`config.mk`:
```
export PLATFORM = sky130hd
export DESIGN_NAME = tiny_expression_lexer_core
export DESIGN_NICKNAME = d
export VERILOG_FILES = /design/src/rtl/tel_pkg.sv /design/src/rtl/tel_front.sv /design/src/rtl/tel_queue.sv /design/src/rtl/tel_back.sv /design/src/rtl/tiny_expression_lexer_core.sv
export SDC_FILE = /design/constraint.sdc
export NUM_CORES = 1
export LEC_CHECK = 0
export ABC_AREA = 1
export BUFFER_PORTS_ARGS = -buffer_cell sky130_fd_sc_hd__buf_2
export CORE_MARGIN = 1
export CORE_UTILIZATION = 60
export CTS_CLUSTER_DIAMETER = 80
export CTS_CLUSTER_SIZE = 20
export DETAILED_ROUTE_END_ITERATION = 10
export HOLD_SLACK_MARGIN = 0.05
export PLACE_DENSITY = 0.89
export SLEW_MARGIN = 5
export SYNTH_ARGS = -nofsm -noshare
export SYNTH_HDL_FRONTEND = slang
export SYNTH_HIERARCHICAL = 1
export SYNTH_SLANG_ARGS = --single-unit
```
`constraint.sdc`:
```
create_clock -name clk -period 7.5 [get_ports clk]
set_clock_uncertainty 0.1 [all_clocks]
set_input_delay 1.125 -clock clk [delete_from_list [all_inputs] [get_ports clk]]
set_output_delay 1.125 -clock clk [all_outputs]
set_load 0.1 [all_outputs]
```
`src/rtl/tel_pkg.sv`:
```
// Shared types and constants of the expression lexer block.
// No dependencies; imported by every module of the block.
package tel_pkg;

  localparam int LENGTH_BITS = 8;
  localparam int TOKEN_LEN_W = 8;
  localparam int TOKEN_LEN_MAX = (1 << TOKEN_LEN_W) - 1;
  localparam int KIND_W = 4;
  localparam int CHAR_W = 8;

  localparam int Q_DEPTH = 2;
  localparam int Q_AW = $clog2(Q_DEPTH);

  typedef enum logic [KIND_W-1:0] {
    KIND_ID    = 4'd0,
    KIND_INT   = 4'd1,
    KIND_GT    = 4'd2,
    KIND_GE    = 4'd3,
    KIND_EQ    = 4'd4,
    KIND_LIT   = 4'd5,
    KIND_PLUS  = 4'd6,
    KIND_MINUS = 4'd7,
    KIND_STAR  = 4'd8,
    KIND_SLASH = 4'd9
  } kind_t;

  localparam logic [CHAR_W-1:0] CH_I     = 8'h69;
  localparam logic [CHAR_W-1:0] CH_N     = 8'h6E;
  localparam logic [CHAR_W-1:0] CH_T     = 8'h74;
  localparam logic [CHAR_W-1:0] CH_GT    = 8'h3E;
  localparam logic [CHAR_W-1:0] CH_EQ    = 8'h3D;
  localparam logic [CHAR_W-1:0] CH_PLUS  = 8'h2B;
  localparam logic [CHAR_W-1:0] CH_MINUS = 8'h2D;
  localparam logic [CHAR_W-1:0] CH_STAR  = 8'h2A;
  localparam logic [CHAR_W-1:0] CH_SLASH = 8'h2F;

  // Character class of one request, as decided by the front end.
  typedef struct packed {
    logic flush;
    logic letter;
    logic digit;
    logic ch_i;
    logic ch_n;
    logic ch_t;
    logic ch_gt;
    logic ch_eq;
    logic ch_plus;
    logic ch_minus;
    logic ch_star;
    logic ch_slash;
  } cls_t;

endpackage

```
`src/rtl/tel_front.sv`:
```
// Front end of the lexer: input handshake and character classification.
// Depends on tel_pkg.
module tel_front (
  input  logic                       in_valid,
  output logic                       in_ready,
  input  logic                       in_command,
  input  logic [tel_pkg::CHAR_W-1:0] in_char_code,
  input  logic                       q_full,
  output logic                       q_push,
  output tel_pkg::cls_t              q_wdata
);
  import tel_pkg::*;

  logic [CHAR_W-1:0] c;

  assign c        = in_char_code;
  assign in_ready = !q_full;
  assign q_push   = in_valid && !q_full;

  always_comb begin
    q_wdata          = '0;
    q_wdata.flush    = in_command;
    q_wdata.letter   = (c >= 8'h41 && c <= 8'h5A) || (c >= 8'h61 && c <= 8'h7A);
    q_wdata.digit    = (c >= 8'h30 && c <= 8'h39);
    q_wdata.ch_i     = (c == CH_I);
    q_wdata.ch_n     = (c == CH_N);
    q_wdata.ch_t     = (c == CH_T);
    q_wdata.ch_gt    = (c == CH_GT);
    q_wdata.ch_eq    = (c == CH_EQ);
    q_wdata.ch_plus  = (c == CH_PLUS);
    q_wdata.ch_minus = (c == CH_MINUS);
    q_wdata.ch_star  = (c == CH_STAR);
    q_wdata.ch_slash = (c == CH_SLASH);
  end

endmodule

```
`src/rtl/tel_queue.sv`:
```
// Short request queue between the lexer front end and back end.
// Depends on tel_pkg.
module tel_queue (
  input  logic          clk,
  input  logic          rst_n,
  input  logic          push,
  input  tel_pkg::cls_t wdata,
  output logic          full,
  input  logic          pop,
  output logic          valid,
  output tel_pkg::cls_t rdata
);
  import tel_pkg::*;

  cls_t            mem_r [Q_DEPTH];
  logic [Q_AW-1:0] wr_ptr_r, wr_ptr_nxt;
  logic [Q_AW-1:0] rd_ptr_r, rd_ptr_nxt;
  logic [Q_AW:0]   cnt_r, cnt_nxt;

  assign full  = (cnt_r == (Q_AW+1)'(Q_DEPTH));
  assign valid = (cnt_r != '0);
  assign rdata = mem_r[rd_ptr_r];

  always_comb begin
    wr_ptr_nxt = push ? wr_ptr_r + 1'b1 : wr_ptr_r;
    rd_ptr_nxt = pop ? rd_ptr_r + 1'b1 : rd_ptr_r;
    cnt_nxt    = cnt_r;
    if (push && !pop) begin
      cnt_nxt = cnt_r + 1'b1;
    end else if (pop && !push) begin
      cnt_nxt = cnt_r - 1'b1;
    end
  end

  always_ff @(posedge clk) begin
    if (!rst_n) begin
      wr_ptr_r <= '0;
      rd_ptr_r <= '0;
      cnt_r    <= '0;
    end else begin
      wr_ptr_r <= wr_ptr_nxt;
      rd_ptr_r <= rd_ptr_nxt;
      cnt_r    <= cnt_nxt;
    end
    if (push) begin
      mem_r[wr_ptr_r] <= wdata;
    end
  end

endmodule

```
`src/rtl/tel_back.sv`:
```
// Back end of the lexer: token automaton, length counter and result register.
// Depends on tel_pkg.
module tel_back (
  input  logic                            clk,
  input  logic                            rst_n,
  input  logic                            q_valid,
  input  tel_pkg::cls_t                   q_rdata,
  output logic                            q_pop,
  output logic                            out_valid,
  input  logic                            out_ready,
  output logic [tel_pkg::KIND_W-1:0]      out_token_kind,
  output logic [tel_pkg::TOKEN_LEN_W-1:0] out_token_length,
  output logic                            out_length_clipped
);
  import tel_pkg::*;

  typedef enum logic [3:0] {
    S_IDLE, S_ID, S_I, S_IN, S_INT, S_GT, S_GE, S_EQ,
    S_LIT, S_PLUS, S_MINUS, S_STAR, S_SLASH
  } lex_state_t;

  localparam logic [LENGTH_BITS-1:0] RUN_MAX = {LENGTH_BITS{1'b1}};

  lex_state_t             state_r, state_nxt;
  logic [LENGTH_BITS-1:0] run_r, run_nxt;
  logic                   clip_r, clip_nxt;
  logic                   out_valid_r;
  kind_t                  kind_r;
  logic [TOKEN_LEN_W-1:0] len_r;
  logic                   lclip_r;

  logic       alnum, ext, emit;
  lex_state_t ext_state, start_state;
  kind_t      kind_now;
  logic [31:0] len_ext;
  logic       over;

  assign q_pop = q_valid && (!out_valid_r || out_ready);

  always_comb begin
    alnum     = q_rdata.letter || q_rdata.digit;
    ext       = 1'b0;
    ext_state = state_r;
    case (state_r)
      S_ID: begin
        if (alnum) begin ext = 1'b1; ext_state = S_ID; end
      end
      S_I: begin
        if (q_rdata.ch_n) begin ext = 1'b1; ext_state = S_IN; end
        else if (alnum) begin ext = 1'b1; ext_state = S_ID; end
      end
      S_IN: begin
        if (q_rdata.ch_t) begin ext = 1'b1; ext_state = S_INT; end
        else if (alnum) begin ext = 1'b1; ext_state = S_ID; end
      end
      S_INT: begin
        if (alnum) begin ext = 1'b1; ext_state = S_ID; end
      end
      S_GT: begin
        if (q_rdata.ch_eq) begin ext = 1'b1; ext_state = S_GE; end
      end
      S_LIT: begin
        if (q_rdata.digit) begin ext = 1'b1; ext_state = S_LIT; end
      end
      default: ;
    endcase
    // An end-of-text request never extends the pending token.
    if (q_rdata.flush) begin
      ext = 1'b0;
    end
    emit = !ext && (state_r != S_IDLE);

    if (q_rdata.flush)         start_state = S_IDLE;
    else if (q_rdata.ch_i)     start_state = S_I;
    else if (q_rdata.letter)   start_state = S_ID;
    else if (q_rdata.digit)    start_state = S_LIT;
    else if (q_rdata.ch_gt)    start_state = S_GT;
    else if (q_rdata.ch_eq)    start_state = S_EQ;
    else if (q_rdata.ch_plus)  start_state = S_PLUS;
    else if (q_rdata.ch_minus) start_state = S_MINUS;
    else if (q_rdata.ch_star)  start_state = S_STAR;
    else if (q_rdata.ch_slash) start_state = S_SLASH;
    else                       start_state = S_IDLE;

    if (ext) begin
      state_nxt = ext_state;
      if (run_r == RUN_MAX) begin
        run_nxt  = run_r;
        clip_nxt = 1'b1;
      end else begin
        run_nxt  = run_r + 1'b1;
        clip_nxt = clip_r;
      end
    end else begin
      state_nxt = start_state;
      run_nxt   = (start_state != S_IDLE) ? LENGTH_BITS'(1) : '0;
      clip_nxt  = 1'b0;
    end

    case (state_r)
      S_INT:   kind_now = KIND_INT;
      S_GT:    kind_now = KIND_GT;
      S_GE:    kind_now = KIND_GE;
      S_EQ:    kind_now = KIND_EQ;
      S_LIT:   kind_now = KIND_LIT;
      S_PLUS:  kind_now = KIND_PLUS;
      S_MINUS: kind_now = KIND_MINUS;
      S_STAR:  kind_now = KIND_STAR;
      S_SLASH: kind_now = KIND_SLASH;
      default: kind_now = KIND_ID;
    endcase

    // The length field is narrower than the counter when LENGTH_BITS exceeds it.
    len_ext = 32'(run_r);
    over    = (len_ext > 32'(TOKEN_LEN_MAX));
  end

  always_ff @(posedge clk) begin
    if (!rst_n) begin
      state_r     <= S_IDLE;
      run_r       <= '0;
      clip_r      <= 1'b0;
      out_valid_r <= 1'b0;
    end else begin
      if (q_pop) begin
        state_r <= state_nxt;
        run_r   <= run_nxt;
        clip_r  <= clip_nxt;
      end
      if (q_pop && emit) begin
        out_valid_r <= 1'b1;
        kind_r      <= kind_now;
        len_r       <= over ? TOKEN_LEN_W'(TOKEN_LEN_MAX) : len_ext[TOKEN_LEN_W-1:0];
        lclip_r     <= clip_r || over;
      end else if (out_ready) begin
        out_valid_r <= 1'b0;
      end
    end
  end

  assign out_valid          = out_valid_r;
  assign out_token_kind     = kind_r;
  assign out_token_length   = len_r;
  assign out_length_clipped = lclip_r;

endmodule

```
`src/rtl/tiny_expression_lexer_core.sv`:
```
// Expression lexer core: one character or end-of-text request per cycle while not stalled.
// A request is held in the request queue, then the automaton registers the token it closes
// in the result register; requests are not popped while a result waits on out_ready.
// Throughput: one request per cycle, bounded by the single-step automaton update.
// Reset (rst_n low, synchronous): automaton idle, counters cleared, queue and result empty.
module tiny_expression_lexer_core (
  input  logic                            clk,
  input  logic                            rst_n,
  input  logic                            in_valid,
  output logic                            in_ready,
  input  logic                            in_command,
  input  logic [tel_pkg::CHAR_W-1:0]      in_char_code,
  output logic                            out_valid,
  input  logic                            out_ready,
  output logic [tel_pkg::KIND_W-1:0]      out_token_kind,
  output logic [tel_pkg::TOKEN_LEN_W-1:0] out_token_length,
  output logic                            out_length_clipped
);
  import tel_pkg::*;

  logic q_full, q_push, q_pop, q_valid;
  cls_t q_wdata, q_rdata;

  tel_front u_front (
    .in_valid     (in_valid),
    .in_ready     (in_ready),
    .in_command   (in_command),
    .in_char_code (in_char_code),
    .q_full       (q_full),
    .q_push       (q_push),
    .q_wdata      (q_wdata)
  );

  tel_queue u_queue (
    .clk   (clk),
    .rst_n (rst_n),
    .push  (q_push),
    .wdata (q_wdata),
    .full  (q_full),
    .pop   (q_pop),
    .valid (q_valid),
    .rdata (q_rdata)
  );

  tel_back u_back (
    .clk                (clk),
    .rst_n              (rst_n),
    .q_valid            (q_valid),
    .q_rdata            (q_rdata),
    .q_pop              (q_pop),
    .out_valid          (out_valid),
    .out_ready          (out_ready),
    .out_token_kind     (out_token_kind),
    .out_token_length   (out_token_length),
    .out_length_clipped (out_length_clipped)
  );

endmodule

```
==> Word-level counts from Yosys, hierarchy flattened <==
Memories as Yosys holds them, arrays and structs flattened. A register that Yosys moved wholly into a read port is not among the register bits.
Index checks and enable logic that the tools add are counted.
{ "word_totals": {"n_memories": 2, "out_inout_bits": 15, "ram_bits": 24, "inputBits": 13, "word_cells": 108, "reg_bits": 27, "rom_bits": 64} }
{ "op_classes": {"n_addsub": 5, "n_reduce_logical": 27, "eq_ne": 22, "n_lt_le_gt_ge": 6, "muxes": 37} }
{ "mem_list": {"columns": ["name", "words", "word_bits", "read_ports", "rd_ports_with_merged_regs", "wr", "line_no", "rtl"], "rows": [
  ["(no name shown)", 16, 4, 1, 1, 0, "tel_back.sv:100", "case (state_r)"],
  ["u_queue.mem_r", 2, 12, 1, 1, 1, "tel_queue.sv:15", "cls_t mem_r [Q_DEPTH];"]
]} }
{ "op_table": {"columns": ["cell", "count"], "rows": [
  ["2-to-1 mux 4 bit", 16],
  ["== test 8 x 6 -> 1 bit, second input constant", 6],
  ["== test 8 x 7 -> 1 bit, second input constant", 3],
  ["case mux 4 bit (5 select lines)", 1],
  [">= comparator 8 x 7 -> 1 bit, second input constant", 2],
  ["<= comparator 8 x 7 -> 1 bit, second input constant", 2],
  ["2-to-1 mux 8 bit", 2],
  ["2-to-1 mux 1 bit", 15],
  ["logical AND 1 bit", 9],
  ["adder 8 x 1 -> 8 bit, second input constant", 1],
  ["== test 4 x 2 -> 1 bit, second input constant", 2],
  ["== test 4 x 3 -> 1 bit, second input constant", 2],
  ["== test 8 bit, second input constant", 1],
  [">= comparator 8 x 6 -> 1 bit, second input constant", 1],
  ["<= comparator 8 x 6 -> 1 bit, second input constant", 1],
  ["nonzero test 4 bit", 2],
  ["!= test 6 bit, second input constant", 1],
  ["AND reduction 2 bit", 3],
  ["nonzero test 2 bit", 3],
  ["zero test 1 bit", 5],
  ["case mux 1 bit (5 select lines)", 1],
  ["== test 4 x 1 -> 1 bit, second input constant", 1],
  ["== test 4 bit, second input constant", 1],
  ["2-to-1 mux 2 bit", 2],
  ["10 further kinds", 14]
]} }

==> Longest topological paths before layout <==
Gate-level depths: netlist of the first run.
{ "logic_depth": {"word_depth": 13, "ltp_mapped": 14} }

==> Cells and area by module <==
The synthesis of the first run kept the hierarchy.
{ "by_module_without_submodules": {"columns": ["mod", "seq_area_each_um2", "cells_each", "instances", "area_each_um2"], "rows": [
  ["tel_back", 670.6, 229, 1, 1626.6],
  ["tel_queue", 820.8, 72, 1, 1132.3],
  ["tel_front", 0.0, 47, 1, 207.7]
]} }

==> Worst setup path before layout of the first run <==
No wires, ideal clock.
{ "synth_path": {"path_kind": "input port to flip-flop", "start": "input out_ready", "end": "register u_back.lclip_r (netlist: u_back/out_length_clipped), enable pin", "arrival_time_ns": 2.141, "setup_time_ns": 0.382, "path_stages": 6, "setup_slack_ns": 4.877, "cell_sequence": "inv_1 > nand2_1 > nand2_1 > clkinv_1 > nand3_1 > nor2_1"} }
{ "synth_between": {"elab_chain_len": 4} }
{ "synth_rtl": {"columns": ["item", "line_no", "rtl"], "rows": [
  ["start: declaration", "tiny_expression_lexer_core.sv:14", "input logic out_ready,"],
  ["logical OR 1 bit", "tel_back.sv:38", "assign q_pop = q_valid && (!out_valid_r || out_ready);"],
  ["logical AND 1 bit", "tel_back.sv:38", null],
  ["named net q_pop", "tiny_expression_lexer_core.sv:21", "logic q_full, q_push, q_pop, q_valid;"],
  ["logical AND 1 bit", "tel_back.sv:130", "if (q_pop && emit) begin"],
  ["AND reduction 2 bit (no source line)", null, null],
  ["end signal: assignment", "tel_back.sv:134", "lclip_r <= clip_r || over;"],
  ["end: declaration", "tel_back.sv:30", "logic lclip_r;"]
]} }
The timed path passes the listed nets, and every way through them passes these cells.
A chain may end at the register's enable or synchronous reset.

==> results of run 1 <==
registers in the layout, indices dropped and copies added (netlist names), named ones only:
register and flops:
u_back/clip_r 1, u_back/out_length_clipped 1, u_back/out_token_kind 4, u_back/out_token_length 8, u_back/out_valid 1, u_back/run_r 8, u_back/state_r 4, u_queue/cnt_r 2
u_queue/mem_r 24, u_queue/rd_ptr_r 1, u_queue/wr_ptr_r 1
worst paths after layout:
| path | endpoint | slack (ns) | depth (start not counted) | start |
|---|---|---|---|---|
| setup / recovery | u_back/out_token_kind[2]$_DFFE_PP_ | 4.30 | 10 | register |
| hold / removal | u_back/out_length_clipped$_DFFE_PP_ | 0.37 | 0 | u_back/clip_r$_SDFFE_PN0P_ |
| setup reg to reg | u_back/out_token_kind[2]$_DFFE_PP_ | 4.30 | 10 | register |
| hold reg to reg | u_back/out_length_clipped$_DFFE_PP_ | 0.37 | 0 | u_back/clip_r$_SDFFE_PN0P_ |
power groups by stage:
stage | Combinational (uW) | Clock (uW) | Sequential (uW)
floorplan | 373 | 0 | 498
global placement | 508 | 0 | 433
detailed placement | 518 | 0 | 437
CTS | 522 | 164 | 430
global route | 583 | 174 | 437
finish | 526 | 160 | 430
synth_stat cells:
| library cell | number | share of area [%] |
|---|---|---|
| sky130_fd_sc_hd__a21oi_1 | 18 | 3.0 |
| sky130_fd_sc_hd__nand3_1 | 31 | 5.2 |
| sky130_fd_sc_hd__nand3_2 | 1 | 0.34 |
| sky130_fd_sc_hd__o211ai_1 | 2 | 0.51 |
| sky130_fd_sc_hd__o21ai_0 | 8 | 1.3 |
| sky130_fd_sc_hd__nor2_1 | 57 | 7.2 |
| sky130_fd_sc_hd__ha_1 | 6 | 2.5 |
| sky130_fd_sc_hd__inv_2 | 5 | 0.63 |
| sky130_fd_sc_hd__clkinv_1 | 3 | 0.38 |
| sky130_fd_sc_hd__nand2_1 | 83 | 11 |
| sky130_fd_sc_hd__nand2_2 | 3 | 0.63 |
| sky130_fd_sc_hd__nand2_4 | 2 | 0.76 |
| sky130_fd_sc_hd__dfxtp_1 | 19 | 13 |
| sky130_fd_sc_hd__nor3_1 | 2 | 0.34 |
| sky130_fd_sc_hd__buf_6 | 3 | 1.1 |
| sky130_fd_sc_hd__nand4_1 | 6 | 1.3 |
| sky130_fd_sc_hd__mux2_2 | 2 | 0.76 |
| sky130_fd_sc_hd__o22ai_1 | 1 | 0.21 |
| sky130_fd_sc_hd__mux2_4 | 10 | 5.1 |
| sky130_fd_sc_hd__inv_1 | 38 | 4.8 |
| sky130_fd_sc_hd__buf_4 | 1 | 0.25 |
| sky130_fd_sc_hd__nor2_4 | 2 | 0.76 |
| sky130_fd_sc_hd__nor2_2 | 4 | 0.84 |
| sky130_fd_sc_hd__xor2_1 | 4 | 1.2 |
| sky130_fd_sc_hd__edfxtp_1 | 37 | 37 |
final cells by class:
type,instances,share of cell area [%]
Clock buffer,6,2.25
Clock inverter,2,0.426
Inverter,46,5.34
Multi-Input combinational cell,242,39.0
Sequential cell,56,46.2
Tap cell,67,2.59
Timing Repair Buffer,27,4.18
cells by family after synthesis:
group                      count (synthesis)
and+or+nand+nor                          191
DFF                                       56
buffers and inverters                     50
AOI/OAI and AO/OA                         29
muxes                                     12
adders and majority gates                  6
xor gates and xnor gates                   4
routing by layer:
| layer | up-vias | routed length [um] | GRT usage, % |
|---|---|---|---|
| met4 | 0 | 176 | 9.80 |
| met3 | 17 | 283 | 4.72 |
| met5 | - | 0 | 0 |
| li1 | 1197 | - | - |
| met2 | 90 | 2780 | 39.7 |
| met1 | 1041 | 2290 | 27.4 |
critical path: cells and delay by family (launching register included):
family                 cells  cell delay [ns]
and+or+nand+nor            8             1.41
DFF                        1             0.77
muxes                      1             0.45
buffers and inverters      1             0.08
metrics by stage:
step           cell area [um2]  power [uW]  std cells
3_3_place_gp              3140         941        438
2_1_floorplan             2970         871        348
6_report                  3230        1120        446
3_5_place_dp              3140         956        438
4_1_cts                   3230        1120        446
5_1_grt                   3230        1190        446
==> impl.org, run 1 <==
** Placed design
- Final estimated routing congestion in global placement :: 0.975
- OpenSTA, run right after detailed placement, puts the worst setup slack at 4.32 ns.
- Summed over all nets, the half-perimeter wirelength after detailed placement is 4170 um.
- IO buf count :: 27

** Detailed routing
- Per-cell routed wire length :: 12.4 um
- Before antenna repair, the detailed router went through 4 iterations.
- Summing over every cut layer, the via total after detailed routing is 2345.
- In the routed layout, each cell is associated on average with a via count of 5.26.
- Total wirelength of the detailed-routed design :: 5530 um
- The detailed router finished its first iteration with 247 violations.
- After detailed routing, the number of remaining DRC violations is 0.
- Post-DRT Antenna Nets :: 0

** Floorplanning
- Die height :: 72.3 um
- Core box area :: 4750 um2
- In this run the horizontal extent of the chip is 72.3 um.
- Full die area :: 5230 um2
- Once the floorplan was initialized, standard cells occupied 62.4% of the core.
- Row cnt :: 25
- IO Pins :: 28

** Pwr
- VDD sags by at most 0.168 mV.
- The analysis attributes to cell leakage a power of 0.00142 uW.
- Switching part of the total :: 45.3%
- Cell internal power dissipation :: 611 uW
- Relative contribution of the clock network to total power :: 14.3%
- Logic pwr share :: 47.2%
- Part of the power in registers :: 38.5%
- For this design the ratio of total power to cell area is 346 nW/um2.
- In this run the power spent charging and discharging nets is 506 uW.

** Critical path
- Traced cell by cell, the critical path runs through mux2_2 > inv_1 > nor2_1 > nand3_1 > nand2_1 > nor2_1 > nand2_2 > nand2_4 > nand3_1 > nor2_1.
- Counting stages on the worst path, the most repeated cell is sky130_fd_sc_hd__nor2_1.
- The worst setup path is launched from a register.
- The critical path is of the register to register type.
- Signal arrival time at the worst endpoint :: 3.04 ns
- At the worst endpoint, the required time is 7.34 ns.
- Critical path fanouts, max :: 14
- CP Capture Type :: register
- Among all stages on the critical path, the largest delay is contributed by sky130_fd_sc_hd__nor2_1.
- For this run, the slowest stage of the critical path takes 0.79 ns.

** Finish
- Most frequent cells in the layout :: 83 x sky130_fd_sc_hd__nand2_1, 57 x sky130_fd_sc_hd__nor2_1, 38 x sky130_fd_sc_hd__inv_1
- Final Util :: 67.9%
- Net total in the final layout :: 397
- Cells with a size suffix above 1 make up 16.6% of the layout.
- Area of the multi-input gates :: 1260 um2
- The filler cells instantiated in the layout total 379.
- The repair_antennas step left the layout with diodes totalling 0.
- Area growth, synth to finish :: 8.90%
- Area occupied by registers :: 1490 um2
- Most common cell after layout, fill and taps aside :: sky130_fd_sc_hd__nand2_1

** Yosys
- Post-Synthesis Cell Area :: 2970 um2
- Post-synthesis cell type count :: 25
- Avg Synthesized Cell Area :: 8.52 um2
- After Yosys synthesis, and, or, nand and nor cells account for 27.9% of the synthesized area.
- Post-Syn Nets :: 367
- Sequential cells were found to cover 50.3% of the synthesized design area.
- Synthesized-area fraction occupied by ao, oa, aoi and oai cells :: 5.10%
- Combinational family with the most area after synthesis :: simple AND/OR/NAND/NOR gates
- Summing the areas of all fa, ha and maj instances in the mapped netlist gives 2.53% of the synthesized area.
- Yosys printed 6 warnings.
- Of the total synthesized cell area, the portion taken by XOR and XNOR cells is 1.18%.
- Flip-flop and latch count after synthesis :: 56
- Multiplexer fraction of the synthesized cell area :: 5.82%
- The cell count after synthesis came out at 348.

** Timing
- Relative max-transition margin :: 31.6%
- Worst Hold Margin :: 0.369 ns
- Summed over all failing endpoints, the final setup total negative slack is 0 ns.
- The final critical path takes up 42.6% of the cycle.
- Final Critical Period :: 3.20 ns
- Measured slew at the worst slew-check pin :: 1.02 ns
- Fmax :: 0.313 GHz
- Setup violations remaining at the end of the flow were counted as 0.
- Setup repair after global routing missed its margin :: false
- Number of max-slew violations in the final report :: 0
- Worst Setup Slack, final :: 4.30 ns
- Hold violation count in the final report :: 0

** GRT
- The first global-routing pass estimated 9110 um of wire.
- The number of global-route vias before repair came to 2087.
- Final global-route overflow total :: 0
- Maximum number of pins on one net before global-route repair :: 18
- Global routing used 22.8% of the available tracks.
- Number of antenna violations at the first check in global routing :: 0

** Min path
- Worst hold path class :: register to register

** Clock network
- Post-CTS setup-driven buffer insertion count :: 0
- Post_cts resized :: 0
- In this run the clock root is driven by a sky130_fd_sc_hd__clkbuf_8.
- The H-tree generated during clock tree synthesis spans 2 levels.
- Hold repair after CTS inserted 0 buffers.
- CTS max path bufs :: 2
- The clock drives 56 sinks.
- TritonCTS built the clock tree.
- Clock buffer count from CTS :: 5
- The clock reaches the later pin of the worst-skew pair after 0.31 ns.
- CTS clock-pin slew for the worst setup and hold paths :: 0.10 ns

** Job
- Across the run, the number of max-cap violations was 0.

** Run status
- The run finished with clean final reports.
Power figures use the tool's default switching activity.
==> run 2: changes to the inputs <==
--- a/config.mk
+++ b/config.mk
@@ -8,12 +8,12 @@
 export ABC_AREA = 1
 export BUFFER_PORTS_ARGS = -buffer_cell sky130_fd_sc_hd__buf_2
 export CORE_MARGIN = 1
-export CORE_UTILIZATION = 60
+export CORE_UTILIZATION = 53
 export CTS_CLUSTER_DIAMETER = 80
 export CTS_CLUSTER_SIZE = 20
 export DETAILED_ROUTE_END_ITERATION = 10
 export HOLD_SLACK_MARGIN = 0.05
-export PLACE_DENSITY = 0.89
+export PLACE_DENSITY = 0.83
 export SLEW_MARGIN = 5
 export SYNTH_ARGS = -nofsm -noshare
 export SYNTH_HDL_FRONTEND = slang
==> constraint.sdc (replaced) <==
create_clock -name clk -period 2.7 [get_ports clk]
set_clock_uncertainty 0.1 [all_clocks]
set_input_delay 0.405 -clock clk [delete_from_list [all_inputs] [get_ports clk]]
set_output_delay 0.405 -clock clk [all_outputs]
set_load 0.1 [all_outputs]
==> run 2 against run 1 <==
Net effect: critical path depth increased by 1; cell count is 1.6% higher; count of clock-buffer cells in the layout increased by 1; non-clock buffer count is 4 higher; maximum frequency rose by 31%; critical path type unchanged; critical endpoint unchanged.
==> impl.org, run 2 (synthesis gave the netlist of run 1 again) <==
** Run status
- The flow ran to the end, and the final reports show no timing, DRC or antenna violations.

** GRT
- The total routing usage reported by global routing is 20.0% (-2.9 points).
- The initial antenna violation count was 0 (unchanged).
- The number of global-route vias before repair came to 2201 (+5.5%).
- The leftover overflow at the end of global routing came to 0 (unchanged).
- Maximum number of pins on one net before global-route repair :: 18 (unchanged)
- The first-pass GRT wire length was 9370 um (+2.8%).

** Floorplanning
- The die area came to 5900 um2 (+13%).
- The starting density of the core came to 56.6% (-5.8 points).
- The I/O pin count is 28 (unchanged).
- Row cnt :: 26 (+4.0%)
- Core box area :: 5240 um2 (+10%)
- The die outline width is 76.8 um (+6.2%).
- Die height :: 76.8 um (+6.2%)

** Critical path
- Required time at the worst-slack endpoint :: 2.61 ns (-4.73 ns)
- Slowest Stage Delay on Critical Path :: 0.53 ns (-0.26 ns)
- The maximum fanout encountered on the critical timing path came to 14 (unchanged).
- Cell seen most often among critical-path stages :: sky130_fd_sc_hd__nor2_1
- The endpoint arrival time on the critical path was 2.35 ns (-0.69 ns).
- The worst reg-to-reg path cell count is 11 (+1).
- The worst setup path is launched from a register.
- The worst setup path is of the register to register kind.
- CP Capture Type :: register
- The critical path goes through mux2_2 > inv_1 > nor2_1 > nand3_1 > nand2_1 > nor2_1 > nand2_2 > nand2_4 > nand3_1 > nor2_1 > buf_4.
- Worst reg2reg path endpoint :: u_back/out_token_kind[2]$_DFFE_PP_
- The largest individual stage delay along the critical path comes from the cell sky130_fd_sc_hd__dfxtp_1.
- Internal reg-to-reg setup slack :: 0.26 ns (-4.04 ns)

** Clock network
- The maximum count of clock buffers along a single path was 2 (unchanged).
- Clock buffer count from CTS :: 5 (unchanged)
- CTS clock-pin slew for the worst setup and hold paths :: 0.10 ns (about the same)
- The tree is rooted in a sky130_fd_sc_hd__clkbuf_8.
- Latest clock arrival within the worst-skew pair :: 0.31 ns (about the same)
- CTS tree :: built
- Clock sinks :: 56 (unchanged)
- The number of resized instances in the post-cts repair step is 0 (unchanged).
- # hold bufs at CTS :: 0 (unchanged)
- H-Tree Depth :: 2 (unchanged)
- Post-CTS setup-driven buffer insertion count :: 0 (unchanged)

** Pwr
- The static leakage is 0.00144 uW (+1.3%).
- The worst IR drop on VDD is 0.394 mV (+130%).
- Design Power :: 3130 uW (+180%)
- Areal power density over the cells :: 960 nW/um2 (+180%)

** Detailed routing
- The total wirelength of the detailed-routed design was 5430 um (-1.9%).
- Initial DRC Count :: 238 (-3.6%)
- Via count normalized by instance count :: 5.17 (-1.8%)
- Post-DRT Antenna Nets :: 0 (unchanged)
- Per-cell routed wire length :: 12.0 um (-3.4%)
- The number of detailed-route iterations in the first pass was 4 (unchanged).
- The count of unresolved DRC violations after routing was 0 (unchanged).
- The via count of the routed design came to 2340 (-0.21%).

** Timing
- The slew at the pin closest to its max-slew limit was 0.482 ns (-0.540 ns).
- The minimum setup slack in the final design came to 0.260 ns (-4.04 ns).
- The final max-slew violation count came to 0 (unchanged).
- Period utilization :: 90.4% (+48 points)
- Accumulated negative setup slack :: 0 ns (unchanged)
- The highest clock rate came to 0.410 GHz (+31%).
- Setup repair after global routing left no endpoint under its margin.
- Final Critical Period :: 2.44 ns (-0.758 ns)
- Hold violation count in the final report :: 0 (unchanged)
- The headroom to the max-slew limit was 67.8% (+36 points).
- The setup-violating endpoint count in the final report was 0 (unchanged).
- Worst Hold Margin :: 0.186 ns (-0.183 ns)

** Finish
- Area growth, synth to finish :: 10.0%
- The layout net count was 401 (+1.0%).
- Max FFs per register :: 24 (unchanged)
- Share of post-route cells with drive strength above 1 :: 17.2% (+0.61 points)
- The library cell used most frequently in the layout, excluding fill and tap cells, is sky130_fd_sc_hd__nand2_1.
- Largest register by flop count :: u_queue/mem_r
- Diodes inserted :: 0 (unchanged)
- The top cell types in the final layout, fill and taps aside, are 83 x sky130_fd_sc_hd__nand2_1, 57 x sky130_fd_sc_hd__nor2_1, 38 x sky130_fd_sc_hd__inv_1.

** Min path
- Destination of the worst hold path :: u_queue/mem_r[0][11]$_DFFE_PP_
- Worst Hold Depth :: 1 (+1)
- Launch instance of the worst min-delay path :: in_command
- Worst hold path class :: input pin to register

** Placed design
- DPL Wire Length :: 4120 um (-1.3%)
- Worst slack at placement :: 0.294 ns (-4.03 ns)
- The weighted congestion reported at the end of routability-driven placement is 0.888 (-8.9%).
- The number of I/O port buffers came to 27 (unchanged).

** Job
- The reported max-cap violation count came to 0 (unchanged).
-- run 2: worst max-delay path by stage --
stage | from | to | slack, ns | cells after the start
finish | register | u_back/out_token_kind[2]$_DFFE_PP_ | 0.26 | 11
global route | register | u_back/out_token_kind[1]$_DFFE_PP_ | 0.08 | 11
CTS | register | u_back/out_token_kind[3]$_SDFFCE_PN0P_ | 0.27 | 11
detailed placement | register | u_back/out_token_kind[3]$_SDFFCE_PN0P_ | 0.29 | 11
global placement | register | u_back/out_token_kind[3]$_SDFFCE_PN0P_ | 0.35 | 11
floorplan | register | u_back/out_length_clipped$_DFFE_PP_ | 0.11 | 10
-- run 2: layout make-up --
class                   instances  area [um2]
fillers                       441        1970
repair buffers                 31         165
clock buffers                   7        76.3
inverters                      46         173
clock inverters                 1        8.76
well taps                      70        87.6
multi-input cells             242        1260
flip-flops and latches         56        1490
-- run 2: report_power, final --
group / internal (uW) / total (uW) / switching, uW / leakage, uW
sequential: 1070 / 1170 / 94.2 / 0.000504
combinational: 458 / 1520 / 1060 / 0.000892
clock: 188 / 449 / 261 / 0.0000428
-- run 2: routing by layer --
layer	vias to the layer above	wire length (um)	part of all wire (%)	GRT usage, %
li1	1200	-	-	-
met1	1061	2350	43	24.0
met2	67	2730	50	35.3
met3	12	229	4.2	3.33
met4	0	127	2.3	8.08
met5	-	0	0	0
-- run 2: critical path, delay by kind of cell, from the launching register on --
| family | cells | cell delay, ns |
|---|---|---|
| buffers and inverters | 2 | 0.29 |
| and+or+nand+nor | 8 | 0.79 |
| DFF | 1 | 0.53 |
| muxes | 1 | 0.42 |
-- run 2: through the flow --
| stage | utilization, % | cells | area [um2] |
|---|---|---|---|
| detailed placement | 60.7 | 445 | 3180 |
| global route | 62.3 | 453 | 3260 |
| CTS | 62.3 | 453 | 3260 |
| floorplan | - | 348 | 2970 |
| global placement | 60.7 | 445 | 3180 |
| finish | 62.3 | 453 | 3260 |
